$ cat src/hw/rtl/bcip_pkg.sv
// Shared types, widths and helpers for the box-center-in-polygon block.
// Used by bcip_div, bcip_cell and box_center_in_polygon; no dependencies.
`timescale 1ns / 1ps
`default_nettype none

package bcip_pkg;

   // Polygon and fixed-point geometry
   localparam int MAX_VERTICES  = 16;
   localparam int FRACTION_BITS = 16;
   localparam int MIN_VERTS     = 3;

   localparam int COORD_W = 16;                        // vertex coordinate
   localparam int PIX_W   = 13;                        // pixel position / size
   localparam int VIDX_W  = 4;                         // vertex slot field
   localparam int VCNT_W  = 5;                         // vertex_count register
   localparam int CNT_W   = $clog2(MAX_VERTICES + 1);  // clipped vertex count
   localparam int IDX_W   = $clog2(MAX_VERTICES);      // cell index

   // Center division: ((2*pos + size) << FRACTION_BITS) / (2*frame)
   localparam int SUM_W   = PIX_W + 2;
   localparam int DEN_W   = PIX_W + 1;
   localparam int NUM_W   = SUM_W + FRACTION_BITS;
   localparam int DIV_W   = NUM_W + (NUM_W % 2);       // even, two bits per cycle
   localparam int DIV_CYC = DIV_W / 2;
   localparam int DCNT_W  = $clog2(DIV_CYC);
   localparam int CX_W    = NUM_W;                     // center coordinate

   // Edge test products
   localparam int DIFF_W = CX_W + 1;
   localparam int DY_W   = COORD_W + 1;
   localparam int PROD_W = DIFF_W + DY_W;

   // Configuration port
   localparam int CSR_IDX_W  = 2;
   localparam int CSR_DATA_W = PIX_W;

   typedef enum logic [CSR_IDX_W-1:0] {
      REG_FRAME_WIDTH  = 2'd0,
      REG_FRAME_HEIGHT = 2'd1,
      REG_VERTEX_COUNT = 2'd2
   } reg_index_type;

   typedef enum logic {
      OP_LOAD  = 1'b0,
      OP_QUERY = 1'b1
   } opcode_type;

   typedef enum logic [1:0] {
      S_IDLE,
      S_DIVIDE,
      S_WALK,
      S_EMIT
   } state_type;

   // Data handed from cell to cell. The products of an edge are resolved
   // one cell later, so each compare sits behind a product register.
   typedef struct packed {
      logic [CX_W-1:0]           cx;
      logic [CX_W-1:0]           cy;
      logic [COORD_W-1:0]        px;
      logic [COORD_W-1:0]        py;
      logic                      flag;
      logic                      pend;
      logic                      pneg;
      logic signed [PROD_W-1:0]  lhs;
      logic signed [PROD_W-1:0]  rhs;
   } tok_type;

   typedef struct packed {
      logic wr;   // load this cell's vertex
      logic en;   // cell lies within the vertex count
   } cell_ctl_type;

   function automatic logic edge_cross(input logic pneg,
                                       input logic signed [PROD_W-1:0] lhs,
                                       input logic signed [PROD_W-1:0] rhs);
      return pneg ? (lhs > rhs) : (lhs < rhs);
   endfunction

endpackage

`default_nettype wire

$ cat src/hw/rtl/bcip_cell.sv
// One polygon cell: holds one vertex, resolves the previous edge's crossing
// and forms the products for its own edge. Depends on bcip_pkg.
`timescale 1ns / 1ps
`default_nettype none

module bcip_cell (
   input  wire logic                           clock,
   input  wire logic                           reset,
   input  wire bcip_pkg::cell_ctl_type         ctl,
   input  wire logic [bcip_pkg::COORD_W-1:0]   wr_x,
   input  wire logic [bcip_pkg::COORD_W-1:0]   wr_y,
   input  wire logic                           in_vld,
   input  wire bcip_pkg::tok_type              in_tok,
   output logic                                out_vld,
   output bcip_pkg::tok_type                   out_tok,
   output logic [bcip_pkg::COORD_W-1:0]        vx,
   output logic [bcip_pkg::COORD_W-1:0]        vy
);

   logic [bcip_pkg::COORD_W-1:0] vx_ff, vy_ff;
   logic                         vld_ff;
   bcip_pkg::tok_type            tok_ff, tok_in;

   logic                               above_i, above_j;
   logic signed [bcip_pkg::DIFF_W-1:0] dcx, dcy;
   logic signed [bcip_pkg::DY_W-1:0]   dy, dx;
   logic signed [bcip_pkg::PROD_W-1:0] lhs, rhs;

   // This cell is vertex i; the token carries the previous vertex j.
   assign above_i = bcip_pkg::CX_W'(vy_ff) > in_tok.cy;
   assign above_j = bcip_pkg::CX_W'(in_tok.py) > in_tok.cy;
   assign dy  = $signed({1'b0, in_tok.py}) - $signed({1'b0, vy_ff});
   assign dx  = $signed({1'b0, in_tok.px}) - $signed({1'b0, vx_ff});
   assign dcx = $signed({1'b0, in_tok.cx}) - $signed(bcip_pkg::DIFF_W'(vx_ff));
   assign dcy = $signed({1'b0, in_tok.cy}) - $signed(bcip_pkg::DIFF_W'(vy_ff));
   assign lhs = dcx * dy;
   assign rhs = dx * dcy;

   always_comb begin
      tok_in      = in_tok;
      tok_in.flag = in_tok.flag
                  ^ (in_tok.pend & bcip_pkg::edge_cross(in_tok.pneg, in_tok.lhs,
                                                        in_tok.rhs));
      tok_in.pend = ctl.en & (above_i != above_j);
      tok_in.pneg = dy[bcip_pkg::DY_W-1];
      tok_in.lhs  = lhs;
      tok_in.rhs  = rhs;
      if (ctl.en) begin
         tok_in.px = vx_ff;
         tok_in.py = vy_ff;
      end
   end

   always_ff @(posedge clock) begin
      if (reset) begin
         vld_ff <= 1'b0;
      end else begin
         vld_ff <= in_vld;
      end
   end

   always_ff @(posedge clock) begin
      tok_ff <= tok_in;
      if (ctl.wr) begin
         vx_ff <= wr_x;
         vy_ff <= wr_y;
      end
   end

   assign out_vld = vld_ff;
   assign out_tok = tok_ff;
   assign vx      = vx_ff;
   assign vy      = vy_ff;

endmodule

`default_nettype wire

$ cat config.mk
export PLATFORM = sky130hd
export DESIGN_NAME = bcip_cell
export DESIGN_NICKNAME = d
export VERILOG_FILES = /design/src/hw/rtl/bcip_pkg.sv /design/src/hw/rtl/bcip_cell.sv
export SDC_FILE = /design/constraint.sdc
export NUM_CORES = 2
export LEC_CHECK = 0
export BUFFER_PORTS_ARGS = -buffer_cell sky130_fd_sc_hd__buf_2
export CAP_MARGIN = 25
export CELL_PAD_IN_SITES_DETAIL_PLACEMENT = 1
export CELL_PAD_IN_SITES_GLOBAL_PLACEMENT = 1
export CORE_ASPECT_RATIO = 1.75
export CORE_MARGIN = 2
export CORE_UTILIZATION = 25
export CTS_CLUSTER_SIZE = 25
export DETAILED_ROUTE_END_ITERATION = 12
export HOLD_SLACK_MARGIN = 0.15
export PLACE_DENSITY = 0.58
export SYNTH_ARGS = -nofsm -noshare
export SYNTH_HDL_FRONTEND = slang
export SYNTH_SLANG_ARGS = --single-unit
$ cat constraint.sdc
create_clock -name clock -period 15.32 [get_ports clock]
set_input_delay 2.298 -clock clock [delete_from_list [all_inputs] [get_ports clock]]
set_output_delay 2.298 -clock clock [all_outputs]
set_load 0.01 [all_outputs]
==> flow_summary.yaml <==
status:
  outcome: "complete, no violations"
synth:
  synth.avg_cell_area_um2: 9.02
  synth-xor-area-share_pct: 4.13
  synth_compound_area_share_pct: 7.16
  synth_top_family_by_area: "adder cells"
  synthArstFlopShare_pct: 0
  synthCells: 5282
  netlist.area_leader.share_pct: 44.0
  synth_warnings: 0
  synth_edf_count: 32
  yosysSeqAreaShare_pct: 10.3
  synthSimpleGateAreaFrac_pct: 13.4
  yosys.area.top_type: "fa_1"
  synth_most_common_cell: "inv_1"
  synth_fa_ha_area_share_pct: 53.4
  synth_mux_area_share_pct: 0.683
  yosys-top-cells-count: "1212 x inv_1, 1048 x fa_1, 667 x nand2_1, 482 x nor2_1, 357 x ha_1"
  synth_seq_cells: 228
  synth_area_um2: 47700
  synthFlopType: "dfxtp_1"
  synthesis.nets: 6919
  synth_cell_type_count: 82
  yosys-top-cells-area: "fa_1 44%, inv_1 9.5%, ha_1 9.4%"
global_route:
  grt-ovfl-total: 0
  grt_usage_pct: 19.3
  grt_pass1_wl_mm: 278
  antenna_found_initial: 8
  gr-usage-met2_pct: 36.5
  grt.busiest_layer: "met2"
  grt_max_degree: 38
  grt.met3_usage_pct: 2.41
  grt_pass1_vias: 44683
  grt_use_met1_pct: 20.2
hold_path:
  min-delay-start: "vy[4]"
  hp-class: "reg -> reg"
floorplanning:
  rows: 212
  start_util_pct: 25.1
  dieArea_um2: 194000
  fp.dieW_um: 334
  ios: 460
  core_area_um2: 190000
  die_y_um: 582
timing:
  finalClockSkew_ns: 0.0464
  relSlewSlack_pct: 24.1
  worst_pin_slew_ns: 1.13
  timing.setup.tns_ns: 0
  grt_setup_unrepaired: "false"
  min_period_over_period_pct: 78.5
  fin_crit_ns: 12.02
  max_freq_ghz: 0.0832
  setup_viol: 0
  slew_violations: 0
  hold_viol: 0
clock_tree:
  ctsHtreeMaxLevel: 1
  clock_latency_ns: 0.67
  tritoncts: "done"
  clock-sinks: 228
  cts_buffers: 27
  post_cts_buffers: 0
  clock_path_buffers: 3
  clkTransAtPathRegs_ns: 0.06
  cts_resized: 0
  cts_hold_buffers: 0
  root_buffer: "clkbuf_16"
place:
  dp_hpwl_mm: 159
  gp_congestion: 0.955
  numPortBuffers: 459
routing:
  ant_nets: 0
  first_iter_violations: 1363
  avgViaCountPerCell: 4.66
  drt_pass1_iterations: 7
  route.detailed.drc: 0
  drt-total-wl_mm: 184
  vias: 38273
  wl_per_cell_um: 22.4
critical_path:
  critPathLaunch: "in_tok[101]"
  r2r_start: "vx[2]"
  worstSetupEndpointType: "register"
  cp_data_arrival_time_ns: 12.55
  cp_common_cell: "fa_1"
  cpPeakStageDelay_ns: 0.88
  worstPathRequired_ns: 15.85
  critical_path_class: "in -> reg"
  slowest_stage: "xor2_4"
  cp_max_fo: 26
  worst_setup_path_start_kind: "input port"
finish:
  fin_nets: 7370
  n_fill_cell: 22427
  syn2layout_area_growth_pct: 14.7
  drive_gt1_share_pct: 12.8
run:
  cap_violations: 0
[metal layers]
| layer | up-vias | routed length (um) |
|---|---|---|
| met5 | - | 32 |
| li1 | 16811 | - |
| met1 | 19926 | 65200 |
| met4 | 6 | 12900 |
| met2 | 1136 | 98000 |
| met3 | 394 | 8240 |
[state kept, by name, indices dropped and copies added, names as in the netlist]
register	cells
out_tok	195
out_vld	1
vy	16
vx	16
[cell type report]
class                   count  area, um^2  area share, %
multi-input cells        3671       37900           69.4
repair buffers            591        3320           6.08
well taps                2461        3080           5.64
flip-flops and latches    228        4880           8.94
clock buffers              35         716           1.31
clock inverters            15         158          0.289
diodes                      2        5.00        0.00916
inverters                1214        4560           8.34
[cell families after synthesis]
kind of cell / Yosys count
adder cells (fa/ha/maj): 1405
AND/OR/NAND/NOR: 1490
flip-flops: 228
buffers and inverters: 1383
XOR/XNOR: 222
multiplexers: 29
AO/OA/AOI/OAI: 525
[critical path: cells and delay by family]
kind | cells | cell delay, ns
adder cells (fa/ha/maj) | 9 | 3.98
AO/OA/AOI/OAI | 10 | 3.74
XOR/XNOR | 2 | 1.07
AND/OR/NAND/NOR | 6 | 1.06
buffers and inverters | 5 | 0.37
[metrics by stage]
step	hold slack, ns	instances	setup WS, ns	area, um^2	util, %
floorplan	0.561	5282	4.93	47700	-
global placement	0.517	8149	2.52	53600	28.2
detailed placement	0.532	8161	2.46	53700	28.3
CTS	0.544	8211	3.15	54600	28.7
global route	0.561	8216	2.66	54600	28.8
finish	0.541	8217	3.30	54600	28.8
[layout by cell type, fill, tap and decap left out, types with 14 or more instances in the layout]
cell and instances:
a211oi_1 19, a21o_1 76, a21oi_1 140, a31oi_1 26, and2_1 33, and3_1 14, buf_2 459, buf_4 128
clkbuf_16 27, dfxtp_1 196, edfxtp_1 32, fa_1 1047, ha_1 356, inv_1 1212, mux2_2 28, nand2_1 667
nand2b_1 31, nand3_1 52, nand4_1 27, nor2_1 480, nor2b_1 57, nor3_1 46, o21a_1 29, o21ai_0 111
o21bai_1 22, o31ai_1 15, or3_1 22, xnor2_1 114, xnor2_2 19, xor2_1 73
[path summary, 6_finish.rpt]
path / endpoint / slack [ns] / depth (start not counted)
worst max-delay path: out_tok[94] / 3.30 / 32
worst min-delay path: out_tok[105] / 0.54 / 1
worst max register to register: out_tok[45] / 4.39 / 31
worst min register to register: out_tok[105] / 0.54 / 1
Power is not shown: default switching activity piles up to over one toggle a cycle in this logic, so the estimate is an artifact.
