==> src/hw/rtl/bcip_pkg.sv <==
// Shared types, widths and helpers for the box-center-in-polygon block.
// Used by bcip_div, bcip_cell and box_center_in_polygon; no dependencies.
`timescale 1ns / 1ps
`default_nettype none

package bcip_pkg;

   // Polygon and fixed-point geometry
   localparam int MAX_VERTICES  = 16;
   localparam int FRACTION_BITS = 16;
   localparam int MIN_VERTS     = 3;

   localparam int COORD_W = 16;                        // vertex coordinate
   localparam int PIX_W   = 13;                        // pixel position / size
   localparam int VIDX_W  = 4;                         // vertex slot field
   localparam int VCNT_W  = 5;                         // vertex_count register
   localparam int CNT_W   = $clog2(MAX_VERTICES + 1);  // clipped vertex count
   localparam int IDX_W   = $clog2(MAX_VERTICES);      // cell index

   // Center division: ((2*pos + size) << FRACTION_BITS) / (2*frame)
   localparam int SUM_W   = PIX_W + 2;
   localparam int DEN_W   = PIX_W + 1;
   localparam int NUM_W   = SUM_W + FRACTION_BITS;
   localparam int DIV_W   = NUM_W + (NUM_W % 2);       // even, two bits per cycle
   localparam int DIV_CYC = DIV_W / 2;
   localparam int DCNT_W  = $clog2(DIV_CYC);
   localparam int CX_W    = NUM_W;                     // center coordinate

   // Edge test products
   localparam int DIFF_W = CX_W + 1;
   localparam int DY_W   = COORD_W + 1;
   localparam int PROD_W = DIFF_W + DY_W;

   // Configuration port
   localparam int CSR_IDX_W  = 2;
   localparam int CSR_DATA_W = PIX_W;

   typedef enum logic [CSR_IDX_W-1:0] {
      REG_FRAME_WIDTH  = 2'd0,
      REG_FRAME_HEIGHT = 2'd1,
      REG_VERTEX_COUNT = 2'd2
   } reg_index_type;

   typedef enum logic {
      OP_LOAD  = 1'b0,
      OP_QUERY = 1'b1
   } opcode_type;

   typedef enum logic [1:0] {
      S_IDLE,
      S_DIVIDE,
      S_WALK,
      S_EMIT
   } state_type;

   // Data handed from cell to cell. The products of an edge are resolved
   // one cell later, so each compare sits behind a product register.
   typedef struct packed {
      logic [CX_W-1:0]           cx;
      logic [CX_W-1:0]           cy;
      logic [COORD_W-1:0]        px;
      logic [COORD_W-1:0]        py;
      logic                      flag;
      logic                      pend;
      logic                      pneg;
      logic signed [PROD_W-1:0]  lhs;
      logic signed [PROD_W-1:0]  rhs;
   } tok_type;

   typedef struct packed {
      logic wr;   // load this cell's vertex
      logic en;   // cell lies within the vertex count
   } cell_ctl_type;

   function automatic logic edge_cross(input logic pneg,
                                       input logic signed [PROD_W-1:0] lhs,
                                       input logic signed [PROD_W-1:0] rhs);
      return pneg ? (lhs > rhs) : (lhs < rhs);
   endfunction

endpackage

`default_nettype wire

==> src/hw/rtl/bcip_div.sv <==
// Iterative unsigned divider, two quotient bits per cycle, for the box center.
// Depends on bcip_pkg for widths.
`timescale 1ns / 1ps
`default_nettype none

module bcip_div (
   input  wire logic                         clock,
   input  wire logic                         reset,
   input  wire logic                         start,
   input  wire logic [bcip_pkg::NUM_W-1:0]   dividend,
   input  wire logic [bcip_pkg::DEN_W-1:0]   divisor,
   output logic                              done,
   output logic [bcip_pkg::CX_W-1:0]         quotient
);

   logic [bcip_pkg::DIV_W-1:0]  quo_ff, quo_in;
   logic [bcip_pkg::DEN_W-1:0]  rem_ff, rem_in;
   logic [bcip_pkg::DEN_W-1:0]  den_ff;
   logic [bcip_pkg::DCNT_W-1:0] cnt_ff;
   logic                        busy_ff;
   logic                        done_ff;

   always_comb begin
      logic [bcip_pkg::DEN_W:0] trial;
      quo_in = quo_ff;
      rem_in = rem_ff;
      for (int s = 0; s < 2; s++) begin
         trial  = {rem_in, quo_in[bcip_pkg::DIV_W-1]};
         quo_in = {quo_in[bcip_pkg::DIV_W-2:0], 1'b0};
         if (trial >= {1'b0, den_ff}) begin
            trial     = trial - {1'b0, den_ff};
            quo_in[0] = 1'b1;
         end
         rem_in = trial[bcip_pkg::DEN_W-1:0];
      end
   end

   always_ff @(posedge clock) begin
      if (reset) begin
         busy_ff <= 1'b0;
         done_ff <= 1'b0;
         cnt_ff  <= '0;
      end else begin
         done_ff <= busy_ff && !start
                 && (cnt_ff == bcip_pkg::DCNT_W'(bcip_pkg::DIV_CYC - 1));
         if (start) begin
            busy_ff <= 1'b1;
            cnt_ff  <= '0;
         end else if (busy_ff) begin
            cnt_ff <= cnt_ff + 1'b1;
            if (cnt_ff == bcip_pkg::DCNT_W'(bcip_pkg::DIV_CYC - 1)) begin
               busy_ff <= 1'b0;
            end
         end
      end
   end

   always_ff @(posedge clock) begin
      if (start) begin
         quo_ff <= bcip_pkg::DIV_W'(dividend);
         rem_ff <= '0;
         den_ff <= divisor;
      end else if (busy_ff) begin
         quo_ff <= quo_in;
         rem_ff <= rem_in;
      end
   end

   assign done     = done_ff;
   assign quotient = quo_ff[bcip_pkg::CX_W-1:0];

endmodule

`default_nettype wire

==> config.mk <==
export PLATFORM = sky130hd
export DESIGN_NAME = bcip_div
export DESIGN_NICKNAME = d
export VERILOG_FILES = /design/src/hw/rtl/bcip_pkg.sv /design/src/hw/rtl/bcip_div.sv
export SDC_FILE = /design/constraint.sdc
export NUM_CORES = 1
export LEC_CHECK = 0
export ABC_AREA = 1
export BUFFER_PORTS_ARGS = -buffer_cell sky130_fd_sc_hd__buf_2
export CORE_UTILIZATION = 60
export CTS_BUF_LIST = sky130_fd_sc_hd__clkbuf_4 sky130_fd_sc_hd__clkbuf_8
export CTS_CLUSTER_DIAMETER = 60
export DETAILED_ROUTE_END_ITERATION = 10
export GPL_TIMING_DRIVEN = 1
export PLACE_DENSITY = 0.84
export SYNTH_ARGS = -nofsm -noshare
export SYNTH_HDL_FRONTEND = slang
export SYNTH_SLANG_ARGS = --single-unit
export TNS_END_PERCENT = 1
==> constraint.sdc <==
create_clock -name clock -period 10.15 [get_ports clock]
set_input_delay 2.03 -clock clock [delete_from_list [all_inputs] [get_ports clock]]
set_output_delay 2.03 -clock clock [all_outputs]
set_load 0.02 [all_outputs]
==> flow_metrics.env, run 1 <==
export IMPL_place_gp_congestion=0.889
export IMPL_final_setup_skew_ns=0.0143
export IMPL_rows=32
export IMPL_ys_seq_area_frac=0.367
export IMPL_cts_setup_buffers=0
export IMPL_worst_pin_slew_ns=1.24
export IMPL_power_frac_clock=0.163
export IMPL_ctsHoldBuffers=0
export IMPL_finalCritPeriodShare=0.447
export IMPL_numCtsBuffers=9
export IMPL_grtUsageTotal=0.278
export IMPL_diodes=0
export IMPL_r2r_end="rem_ff[10]$_SDFFE_PP0P_"
export IMPL_clk_pin_slew_worst_paths_ns=0.07
export IMPL_cts_sink_count=66
export IMPL_synth_top_area_share=0.280
export IMPL_critPathBufInv=3
export IMPL_status="finished, final reports clean"
export IMPL_async_reset_ff_frac=0
export IMPL_synth_flop_cell="edfxtp_1"
export IMPL_combPwrFrac=0.601
export IMPL_p_per_area_mw_per_mm2=290
export IMPL_intPower_w=0.000800
export IMPL_p_switching_w=0.000717
export IMPL_cp_common_cell="nand2_1"
export IMPL_endpoint_kind="register"
export IMPL_min_from="rem_ff[1]$_SDFFE_PP0P_"
export IMPL_synth_common_cells="nand2_1 (240), inv_1 (81), nand3_1 (46)"
export IMPL_ant_nets=0
export IMPL_start_util=0.621
export IMPL_dp_hpwl_um=8490
export IMPL_vias=4318
export IMPL_final_area_mm2=0.00524
export IMPL_routed_wl_um=11100
export IMPL_ff2ff_path_depth=23
export IMPL_grt_pass1_vias=4225
export IMPL_slowest_stage="nor2_2"
export IMPL_drc_errors=0
export IMPL_worstPathMaxFanout=19
export IMPL_viasPerCell=5.38
export IMPL_relSlewSlack=0.171
export IMPL_dieArea_mm2=0.00840
export IMPL_clock_fmax_mhz=220
export IMPL_ys_warn_count=0
export IMPL_synth_area_leaders="edfxtp_1 (28%), nand2_1 (19%), dfxtp_1 (8.7%)"
export IMPL_finalSetupViolCount=0
export IMPL_criticalPathCategory="reg2reg"
export IMPL_drt_iter0_drc=293
export IMPL_nets=774
export IMPL_rr_startpoint="den_ff[9]$_DFFE_PP_"
export IMPL_grt_pass1_wl_um=18400
export IMPL_rrSetupSlack_ns=5.61
export IMPL_syn_nets=732
export IMPL_synth_edf_count=45
export IMPL_yosysTopAreaCell="edfxtp_1"
export IMPL_dieHeight_um=91.7
export IMPL_pin_count=80
export IMPL_synth_area_mm2=0.00482
export IMPL_post_route_util=0.675
export IMPL_power_leakage_nw=2.78
export IMPL_start_kind="register"
export IMPL_avgRoutedWirePerCell_um=13.8
export IMPL_tns_ns=0
export IMPL_port_buffers=79
export IMPL_timing_hold_ws_ns=0.482
export IMPL_htreeDepth=3
export IMPL_switching_share=0.473
export IMPL_synth_most_common_cell="nand2_1"
export IMPL_avgSynthCellArea_um2=7.39
export IMPL_clk_latency_ns=0.36
export IMPL_worstPathArrival_ns=4.82
export IMPL_final_min_clock_period_ns=4.54
export IMPL_cp_data_required_time_ns=10.44
export IMPL_nFillCells=651
export IMPL_clk_path_buf_depth=2
export IMPL_crit_family="simple AND/OR/NAND/NOR gates"
export IMPL_cts_tree="yes"
export IMPL_fin_total_pwr_w=0.00152
export IMPL_cts_resized_gates=0
export IMPL_cts_root_buffer="clkbuf_8"
export IMPL_yosys_register_bits=66
export IMPL_ys_types=36
export IMPL_drv_cap=0
export IMPL_maxSlewViolCount=0
export IMPL_placed_area_mm2=0.00502
export IMPL_core_area_mm2=0.00777
export IMPL_whs_path_depth=2
export IMPL_drive_gt1_frac=0.183
export IMPL_min_to="rem_ff[1]$_SDFFE_PP0P_"
export IMPL_path_cells="inv_1 -> ha_1 -> nand2_1 -> inv_2 -> nand2_1 -> nand2_1 -> nand2_1 -> nand2_1 -> nor2_2 -> nand2_2 -> or2_2 -> nand2_1 -> inv_1 -> ha_1 -> a21oi_1 -> o21ai_0 -> a21oi_1 -> nand3_1 -> nand2_2 -> nand3_4 -> nand2_1 -> nand3_1 -> nand2_1"
export IMPL_grt_max_degree=50
export IMPL_seqPwrFrac=0.236
export IMPL_final_hold_violation_count=0
export IMPL_grt_overflow_total=0
export IMPL_die_w_um=91.7
export IMPL_syn2layout_area_growth_pct=8.64
export IMPL_dr_pass1_iters=6
export IMPL_cpPeakStageDelay_ns=0.45
export IMPL_ir_worst_vdd_mv=0.199
export IMPL_rsz0062_at_grt="no"
export IMPL_syn_inst=653
export IMPL_antenna_found_initial=0
export IMPL_min_path_type="reg2reg"
power groups by stage:
stage               combinational (W)  clock (W)  sequential [W]
floorplan                    0.000751          0        0.000354
global placement             0.000858          0        0.000361
detailed placement           0.000890          0        0.000363
CTS                          0.000899   0.000249        0.000357
global route                  0.00101   0.000257        0.000363
finish                       0.000912   0.000248        0.000358
metrics by stage:
stage	instances	setup WS [ns]
CTS	802	5.69
floorplan	653	6.75
global placement	786	5.64
detailed placement	786	5.56
finish	802	5.61
global route	802	5.29
kinds of logic after synthesis:
family,Yosys count,share of synthesized area
and+or+nand+nor,369,0.340
buffers and inverters,131,0.134
DFF,66,0.367
AOI/OAI and AO/OA,39,0.0449
adders and majority gates,31,0.0835
xor gates and xnor gates,17,0.0309
cell usage in the layout, fill, tap and decap left out, drive strengths merged, types with 2 or more instances in the layout:
| master | n |
|---|---|
| nand3b | 9 |
| a31oi | 3 |
| ha | 29 |
| or2 | 5 |
| a21oi | 21 |
| edfxtp | 45 |
| clkbuf | 10 |
| nor3 | 5 |
| nor2 | 28 |
| xor2 | 5 |
| o21ai | 11 |
| nand4 | 16 |
| xnor2 | 12 |
| dfxtp | 21 |
| nand3 | 49 |
| bufinv | 2 |
| clkinvlp | 3 |
| fa | 2 |
| clkinv | 2 |
| buf | 79 |
| inv | 82 |
| nand2 | 256 |
tightest hold or removal path: stages, from the launching register on:
cell and delay [ns]:
dfxtp_1 0.33, nand2_1 0.07, nand2_1 0.05
flip-flops by register name (all words and copies together), names as in the netlist:
signal   count
quo_ff      32
rem_ff      14
done         1
den_ff      14
cnt_ff       4
busy_ff      1
routing by layer:
metal / up-vias / track usage / share of wire
met2: 129 / 0.466 / 0.48
li1: 2143 / - / -
met3: 31 / 0.0481 / 0.047
met4: 0 / 0.116 / 0.026
met5: - / 0 / 0
met1: 2015 / 0.354 / 0.45
layout make-up:
type | instances | area [um2] | share of cell area
multi-input cells | 456 | 2410 | 0.459
flip-flops and latches | 66 | 1770 | 0.338
repair buffers | 79 | 395 | 0.0754
inverters | 83 | 317 | 0.0604
clock buffers | 10 | 131 | 0.0251
well taps | 102 | 128 | 0.0243
clock inverters | 6 | 91.3 | 0.0174
worst max-delay path by stage:
| stage | end | depth (start not counted) | from | slack (ns) |
|---|---|---|---|---|
| after floorplan | quo_ff[0]$_DFFE_PP_ | 3 | start | 6.75 |
| after global placement | quo_ff[11]$_DFFE_PP_ | 3 | start | 5.64 |
| after detailed placement | quo_ff[13]$_DFFE_PP_ | 3 | start | 5.56 |
| after CTS | rem_ff[10]$_SDFFE_PP0P_ | 23 | den_ff[9]$_DFFE_PP_ | 5.69 |
| after global routing | rem_ff[13]$_SDFFE_PP0P_ | 23 | den_ff[8]$_DFFE_PP_ | 5.29 |
| final | rem_ff[10]$_SDFFE_PP0P_ | 23 | den_ff[9]$_DFFE_PP_ | 5.61 |
Note: power is estimated with default switching activity, not from simulation.
==> run 2, diff against run 1 <==
--- a/config.mk
+++ b/config.mk
@@ -7,12 +7,12 @@
 export LEC_CHECK = 0
 export ABC_AREA = 1
 export BUFFER_PORTS_ARGS = -buffer_cell sky130_fd_sc_hd__buf_2
-export CORE_UTILIZATION = 60
+export CORE_UTILIZATION = 53
 export CTS_BUF_LIST = sky130_fd_sc_hd__clkbuf_4 sky130_fd_sc_hd__clkbuf_8
 export CTS_CLUSTER_DIAMETER = 60
 export DETAILED_ROUTE_END_ITERATION = 10
 export GPL_TIMING_DRIVEN = 1
-export PLACE_DENSITY = 0.84
+export PLACE_DENSITY = 0.79
 export SYNTH_ARGS = -nofsm -noshare
 export SYNTH_HDL_FRONTEND = slang
 export SYNTH_SLANG_ARGS = --single-unit
==> constraint.sdc (replaced) <==
create_clock -name clock -period 4 [get_ports clock]
set_input_delay 0.8 -clock clock [delete_from_list [all_inputs] [get_ports clock]]
set_output_delay 0.8 -clock clock [all_outputs]
set_load 0.02 [all_outputs]
==> run 2 against run 1 <==
  * Clock power grew to 2.6 times the previous value
  * Global-route usage is 3.1 points lower
  * Routed wire length is 4.5% higher
  * Flip-flop and latch count stayed put
  * Non-clock buffer count is 8 higher
  * Register-to-register slack worse by 5.4 ns
  * Core utilization is 6.3 points lower
  * Hold slack worse by 0.0088 ns
  * First-iteration DRC count is 20% higher
  * Sequential power grew to 2.5 times the previous value
  * Critical path depth is 1 lower
  * Critical path type unchanged
==> flow_metrics.env, run 2 (same netlist as run 1, synthesis figures left out) <==
export IMPL_dr_pass1_iters=5
export IMPL_r2r_end="rem_ff[3]$_SDFFE_PP0P_"
export IMPL_power_leakage_nw=2.84
export IMPL_finalSetupViolCount=0
export IMPL_rr_startpoint="den_ff[5]$_DFFE_PP_"
export IMPL_min_to="rem_ff[5]$_SDFFE_PP0P_"
export IMPL_port_buffers=79
export IMPL_place_gp_congestion=0.968
export IMPL_dp_hpwl_um=8900
export IMPL_numCtsBuffers=9
export IMPL_timing_hold_ws_ns=0.473
export IMPL_cts_sink_count=66
export IMPL_status="finished, final reports clean"
export IMPL_syn2layout_area_growth_pct=11.2
export IMPL_layout_cells_non_filler=817
export IMPL_vias=4358
export IMPL_criticalPathCategory="reg2reg"
export IMPL_finalCritPeriodShare=0.949
export IMPL_wl_met2_um=5270
export IMPL_dieHeight_um=97.4
export IMPL_p_per_area_mw_per_mm2=748
export IMPL_final_hold_violation_count=0
export IMPL_min_path_type="reg2reg"
export IMPL_regArea_mm2=0.00177
export IMPL_nFillCells=783
export IMPL_antenna_found_initial=0
export IMPL_regMostFlops="quo_ff"
export IMPL_layout_common_cells="nand2_1 (240), inv_1 (81), buf_2 (79), nand3_1 (46), edfxtp_1 (45)"
export IMPL_fin_total_pwr_w=0.00401
export IMPL_pin_count=80
export IMPL_grt_pass1_vias=4076
export IMPL_whs_path_depth=2
export IMPL_grt_pass1_wl_um=18600
export IMPL_top_regs="quo_ff x32, den_ff x14, rem_ff x14"
export IMPL_largest_register_ffs=32
export IMPL_rows=34
export IMPL_clk_latency_ns=0.36
export IMPL_final_min_clock_period_ns=3.80
export IMPL_drt_iter0_drc=351
export IMPL_rrSetupSlack_ns=0.20
export IMPL_ff2ff_path_depth=22
export IMPL_diodes=0
export IMPL_grt_max_degree=50
export IMPL_die_w_um=97.4
export IMPL_final_setup_skew_ns=0.0107
export IMPL_worst_pin_slew_ns=1.11
export IMPL_multi_input_area_mm2=0.00246
export IMPL_wl_met3_um=751
export IMPL_worstPathArrival_ns=4.04
export IMPL_tns_ns=0
export IMPL_cts_tree="yes"
export IMPL_routed_wl_um=11600
export IMPL_drc_errors=0
export IMPL_cp_data_required_time_ns=4.24
export IMPL_dp_cells=799
export IMPL_final_common_cell="nand2_1"
export IMPL_min_from="rem_ff[5]$_SDFFE_PP0P_"
export IMPL_htreeDepth=3
export IMPL_maxSlewViolCount=0
export IMPL_clock_fmax_mhz=263
export IMPL_relSlewSlack=0.256
export IMPL_ant_nets=0
export IMPL_start_kind="register"
export IMPL_grt_overflow_total=0
export IMPL_nets=783
export IMPL_clk_path_buf_depth=2
export IMPL_m1WireLength_um=5150
export IMPL_viasPerCell=5.33
export IMPL_clk_pin_slew_worst_paths_ns=0.08
export IMPL_start_util=0.551
export IMPL_dieArea_mm2=0.00949
export IMPL_maxUsedRoutingLayer="met4"
export IMPL_avgRoutedWirePerCell_um=14.2
export IMPL_ir_worst_vdd_mv=0.514
export IMPL_cts_root_buffer="clkbuf_8"
export IMPL_endpoint_kind="register"
export IMPL_drive_gt1_frac=0.205
export IMPL_core_area_mm2=0.00876
export IMPL_drv_cap=0
export IMPL_worstPathMaxFanout=12
export IMPL_grtUsageTotal=0.247
run 2: cell types whose count changed in the layout (fill, tap and decap cells not counted), sizes merged:
cell,previous run,this run
clkbuf,10,9
buf,79,87
nand3,49,50
clkinv,2,3
inv,82,85
clkinvlp,3,0
run 2: layout make-up:
type | instances | area share
clock buffers | 9 | 0.0231
clock inverters | 7 | 0.0187
repair buffers | 87 | 0.0849
multi-input cells | 457 | 0.459
well taps | 108 | 0.0252
flip-flops and latches | 66 | 0.330
inverters | 83 | 0.0590
run 2: worst max-delay path by stage:
| stage | from | endpoint | slack [ns] | depth (start not counted) |
|---|---|---|---|---|
| 2_1_floorplan | den_ff[1]$_DFFE_PP_ | quo_ff[0]$_DFFE_PP_ | 0.76 | 22 |
| 3_3_place_gp | den_ff[1]$_DFFE_PP_ | rem_ff[7]$_SDFFE_PP0P_ | 0.33 | 24 |
| 3_5_place_dp | den_ff[1]$_DFFE_PP_ | rem_ff[3]$_SDFFE_PP0P_ | 0.22 | 24 |
| 4_1_cts | den_ff[1]$_DFFE_PP_ | rem_ff[3]$_SDFFE_PP0P_ | 0.20 | 24 |
| 5_1_grt | den_ff[6]$_DFFE_PP_ | rem_ff[6]$_SDFFE_PP0P_ | -0.03 | 24 |
| 6_report | den_ff[5]$_DFFE_PP_ | rem_ff[3]$_SDFFE_PP0P_ | 0.20 | 22 |
run 2: worst max-delay path: stages, from the launching register on:
cell      delay [ns]
edfxtp_1        0.32
inv_1           0.09
ha_2            0.40
nand2_1         0.11
nor2_1          0.15
nand2_1         0.12
nand2_2         0.12
nand3_2         0.10
nand2_4         0.14
buf_4           0.17
nand2_1         0.05
nand2_1         0.12
inv_1           0.07
ha_1            0.35
a21oi_1         0.20
o21ai_0         0.13
a21oi_1         0.22
nand3_1         0.16
nand2_4         0.16
buf_4           0.18
nand4_1         0.10
nand3_1         0.12
nand2_1         0.07
run 2: stage by stage:
step                      setup slack (ns)  cell area, um2  utilization
after global placement               0.334            5080        0.580
after global routing               -0.0317            5360        0.612
after floorplan                      0.765            4820            -
final                                0.203            5360        0.612
after detailed placement             0.217            5080        0.580
after CTS                            0.195            5300        0.605
run 2: power breakdown:
part	leakage, nW	internal (W)	switching [W]
combinational	2.10	0.000909	0.00155
sequential	0.627	0.000839	0.0000703
clock	0.115	0.000357	0.000279
total	2.84	0.00211	0.00190
run 2: per-layer routing:
metal	track usage	vias up
li1	-	2164
met1	0.328	1966
met2	0.387	187
met3	0.0439	41
met4	0.124	0
met5	0	-
run 2: timing repair:
item                                    4_1_cts  5_1_grt
gates resized for setup                       0       10
endpoints found under the setup margin        0       14
hold buffers                                  0        0
setup buffers                                 0        1
==> run 3, diff against run 2 <==
--- a/config.mk
+++ b/config.mk
@@ -5,7 +5,6 @@
 export SDC_FILE = /design/constraint.sdc
 export NUM_CORES = 1
 export LEC_CHECK = 0
-export ABC_AREA = 1
 export BUFFER_PORTS_ARGS = -buffer_cell sky130_fd_sc_hd__buf_2
 export CORE_UTILIZATION = 53
 export CTS_BUF_LIST = sky130_fd_sc_hd__clkbuf_4 sky130_fd_sc_hd__clkbuf_8
==> run 3 against run 2 <==
  * The flow now finishes with violations (negative setup slack)
  * Clock skew up 0.0034 ns
  * Sequential share of layout area down 2.7 points
  * Die area down 4.6%
  * Critical path depth down 3
  * First-iteration DRC count down 22%
  * Core utilization up 9.2 points
  * Setup slack worse by 0.68 ns
  * Global-route usage up 2.6 points
  * Register-to-register slack worse by 0.68 ns
==> flow_metrics.env, run 3 <==
export IMPL_routed_wl_um=11800
export IMPL_synth_area_leaders="edfxtp_1 (29%), mux2_2 (9.6%), dfxtp_1 (9.1%)"
export IMPL_ctsHoldBuffers=0
export IMPL_ant_nets=0
export IMPL_yosys_register_bits=66
export IMPL_nets=665
export IMPL_synth_area_mm2=0.00460
export IMPL_syn_inst=452
export IMPL_yosysTopAreaCell="edfxtp_1"
export IMPL_dieHeight_um=95.1
export IMPL_min_from="cnt_ff[3]$_SDFFE_PP0P_"
export IMPL_whs_path_depth=2
export IMPL_layout_setup_ws_ns=-0.473
export IMPL_path_cells="inv_2 -> ha_4 -> a21o_1 -> or3_4 -> o21ai_2 -> o21ai_2 -> o21a_2 -> mux2_4 -> ha_4 -> and2_4 -> a221o_1 -> a21o_1 -> a211oi_2 -> a21oi_2 -> a211oi_4 -> buf_12 -> buf_4 -> nor4bb_2 -> a2111oi_4"
export IMPL_pin_count=80
export IMPL_dr_pass1_iters=7
export IMPL_finalSetupViolCount=15
export IMPL_power_frac_clock=0.148
export IMPL_ys_seq_area_frac=0.385
export IMPL_regMostFlops="quo_ff"
export IMPL_vias=3945
export IMPL_grtUsageTotal=0.273
export IMPL_clk_latency_ns=0.34
export IMPL_layout_common_cells="buf_4 (92), buf_2 (79), edfxtp_1 (45), nor2_1 (41), mux2_2 (38)"
export IMPL_numCtsBuffers=9
export IMPL_htreeDepth=3
export IMPL_dp_hpwl_um=8680
export IMPL_final_common_cell="buf_4"
export IMPL_avgRoutedWirePerCell_um=17.0
export IMPL_finalCritPeriodShare=1.12
export IMPL_final_area_mm2=0.00584
export IMPL_port_buffers=79
export IMPL_nFillCells=562
export IMPL_worst_pin_slew_ns=0.781
export IMPL_start_util=0.554
export IMPL_rr_startpoint="den_ff[3]$_DFFE_PP_"
export IMPL_syn2layout_area_growth_pct=27.0
export IMPL_cts_root_buffer="clkbuf_8"
export IMPL_worstPathArrival_ns=4.67
export IMPL_drt_iter0_drc=275
export IMPL_final_setup_skew_ns=0.0141
export IMPL_top_regs="quo_ff x32, den_ff x14, rem_ff x14"
export IMPL_final_min_clock_period_ns=4.47
export IMPL_grt_pass1_vias=3932
export IMPL_cp_data_required_time_ns=4.19
export IMPL_criticalPathCategory="reg2reg"
export IMPL_avgSynthCellArea_um2=10.2
export IMPL_placed_area_mm2=0.00554
export IMPL_power_leakage_nw=2.65
export IMPL_endpoint_kind="register"
export IMPL_combPwrFrac=0.617
export IMPL_rows=33
export IMPL_p_per_area_mw_per_mm2=650
export IMPL_intPower_w=0.00231
export IMPL_post_route_util=0.704
export IMPL_cts_sink_count=66
export IMPL_worstPathMaxFanout=12
export IMPL_place_gp_congestion=0.902
export IMPL_cpPeakStageDelay_ns=0.39
export IMPL_ff2ff_path_depth=19
export IMPL_grt_pass1_wl_um=18800
export IMPL_rsz0062_at_grt="yes"
export IMPL_largest_register_ffs=32
export IMPL_final_hold_violation_count=0
export IMPL_async_reset_ff_frac=0
export IMPL_synth_common_cells="edfxtp_1 (45), nor2_1 (41), mux2_2 (39)"
export IMPL_die_w_um=95.1
export IMPL_r2r_end="rem_ff[5]$_SDFFE_PP0P_"
export IMPL_crit_family="compound AO/OA/AOI/OAI gates"
export IMPL_synth_edf_count=45
export IMPL_ys_warn_count=0
export IMPL_grt_overflow_total=0
export IMPL_status="finished, violations left"
export IMPL_synth_flop_cell="edfxtp_1"
export IMPL_ys_types=63
export IMPL_diodes=0
export IMPL_drc_errors=0
export IMPL_violations="negative setup slack"
export IMPL_slowest_stage="edfxtp_1"
export IMPL_start_kind="register"
export IMPL_min_to="done$_SDFF_PP0_"
export IMPL_clock_fmax_mhz=224
export IMPL_critPathBufInv=3
export IMPL_viasPerCell=5.67
export IMPL_relSlewSlack=0.479
export IMPL_core_area_mm2=0.00830
export IMPL_clk_path_buf_depth=2
export IMPL_switching_share=0.392
export IMPL_dieArea_mm2=0.00905
export IMPL_synth_most_common_cell="edfxtp_1"
export IMPL_maxSlewViolCount=0
export IMPL_synth_top_area_share=0.294
export IMPL_min_path_type="reg2reg"
export IMPL_drv_cap=0
export IMPL_antenna_found_initial=0
export IMPL_rrSetupSlack_ns=-0.47
export IMPL_seqPwrFrac=0.235
export IMPL_ir_worst_vdd_mv=0.394
export IMPL_clk_pin_slew_worst_paths_ns=0.08
export IMPL_cts_tree="yes"
export IMPL_drive_gt1_frac=0.452
export IMPL_grt_max_degree=36
export IMPL_syn_nets=531
export IMPL_p_switching_w=0.00149
## run 3: cell types whose count changed after synthesis, sizes merged, moves of 6 or more
cell and delta:
nand3 -42, a211oi +10, nand2 -234, inv -58, nand3b -8, nor2 +13
a21o +7, mux2 +39, o21bai +6, nand4 -10
## run 3: metal layers
layer	track usage	part of all wire	wire length (um)
met2	0.445	0.49	5770
met4	0.0972	0.016	193
met5	0	0	0
met1	0.365	0.44	5220
met3	0.0439	0.054	637
## run 3: cells by family after synthesis
kind of cell    after synthesis  synth area share
fa+ha+maj                    31            0.0876
xor+xnor                     23            0.0438
flops                        66             0.385
mux                          44             0.106
simple gates                113             0.126
buf+inv                      74            0.0912
compound gates              101             0.159
## run 3: cell type report
| cell class | instances | area, um2 | share of cell area |
|---|---|---|---|
| clock buffer | 9 | 124 | 0.0212 |
| sequential | 66 | 1770 | 0.303 |
| inverter | 24 | 90.1 | 0.0154 |
| timing repair buffer | 173 | 1120 | 0.191 |
| tap | 105 | 131 | 0.0225 |
| multi-input combinational | 312 | 2540 | 0.435 |
| clock inverter | 7 | 67.6 | 0.0116 |
## run 3: worst reg2reg max path: cells and delay by family (launching register included)
| family | cells | cell delay, ns |
|---|---|---|
| AOI/OAI and AO/OA | 10 | 1.95 |
| adders and majority gates | 2 | 0.42 |
| buffers and inverters | 3 | 0.38 |
| DFF | 1 | 0.39 |
| muxes | 1 | 0.34 |
| and+or+nand+nor | 3 | 0.87 |
## run 3: how the worst max path moves through the flow
stage	from	slack, ns	cells past startpoint	end
after detailed placement	den_ff[0]$_DFFE_PP_	-0.38	18	rem_ff[4]$_SDFFE_PP0P_
final	den_ff[3]$_DFFE_PP_	-0.47	19	rem_ff[5]$_SDFFE_PP0P_
after floorplan	den_ff[3]$_DFFE_PP_	-0.31	19	quo_ff[0]$_DFFE_PP_
after global placement	quo_ff[31]$_SDFFE_PP0P_	-0.27	19	rem_ff[4]$_SDFFE_PP0P_
after global routing	den_ff[3]$_DFFE_PP_	-0.66	19	rem_ff[5]$_SDFFE_PP0P_
after CTS	den_ff[3]$_DFFE_PP_	-0.30	19	rem_ff[4]$_SDFFE_PP0P_
## run 3: through the flow
step	setup WS [ns]	power, W	hold WS [ns]	instances	TNS [ns]
finish	-0.473	0.00380	0.473	696	-4.59
global route	-0.655	0.00402	0.494	696	-7.48
CTS	-0.297	0.00365	0.467	691	-3.43
detailed placement	-0.383	0.00304	0.457	675	-4.43
global placement	-0.273	0.00299	0.451	675	-3.02
floorplan	-0.309	0.00226	0.439	452	-2.01
## run 3: power groups by stage
| stage | sequential [W] | clock [W] | combinational [W] |
|---|---|---|---|
| floorplan | 0.000888 | 0 | 0.00137 |
| global placement | 0.000900 | 0 | 0.00209 |
| detailed placement | 0.000901 | 0 | 0.00214 |
| CTS | 0.000890 | 0.000566 | 0.00220 |
| global route | 0.000903 | 0.000592 | 0.00252 |
| finish | 0.000892 | 0.000562 | 0.00235 |
## run 3: what timing repair did
action / CTS / global route
buffers inserted: 0 / 5
gates resized for setup: 11 / 9
pin swaps: 2 / 4
hold endpoints to repair: 0 / 0
endpoints found under the setup margin: 15 / 15
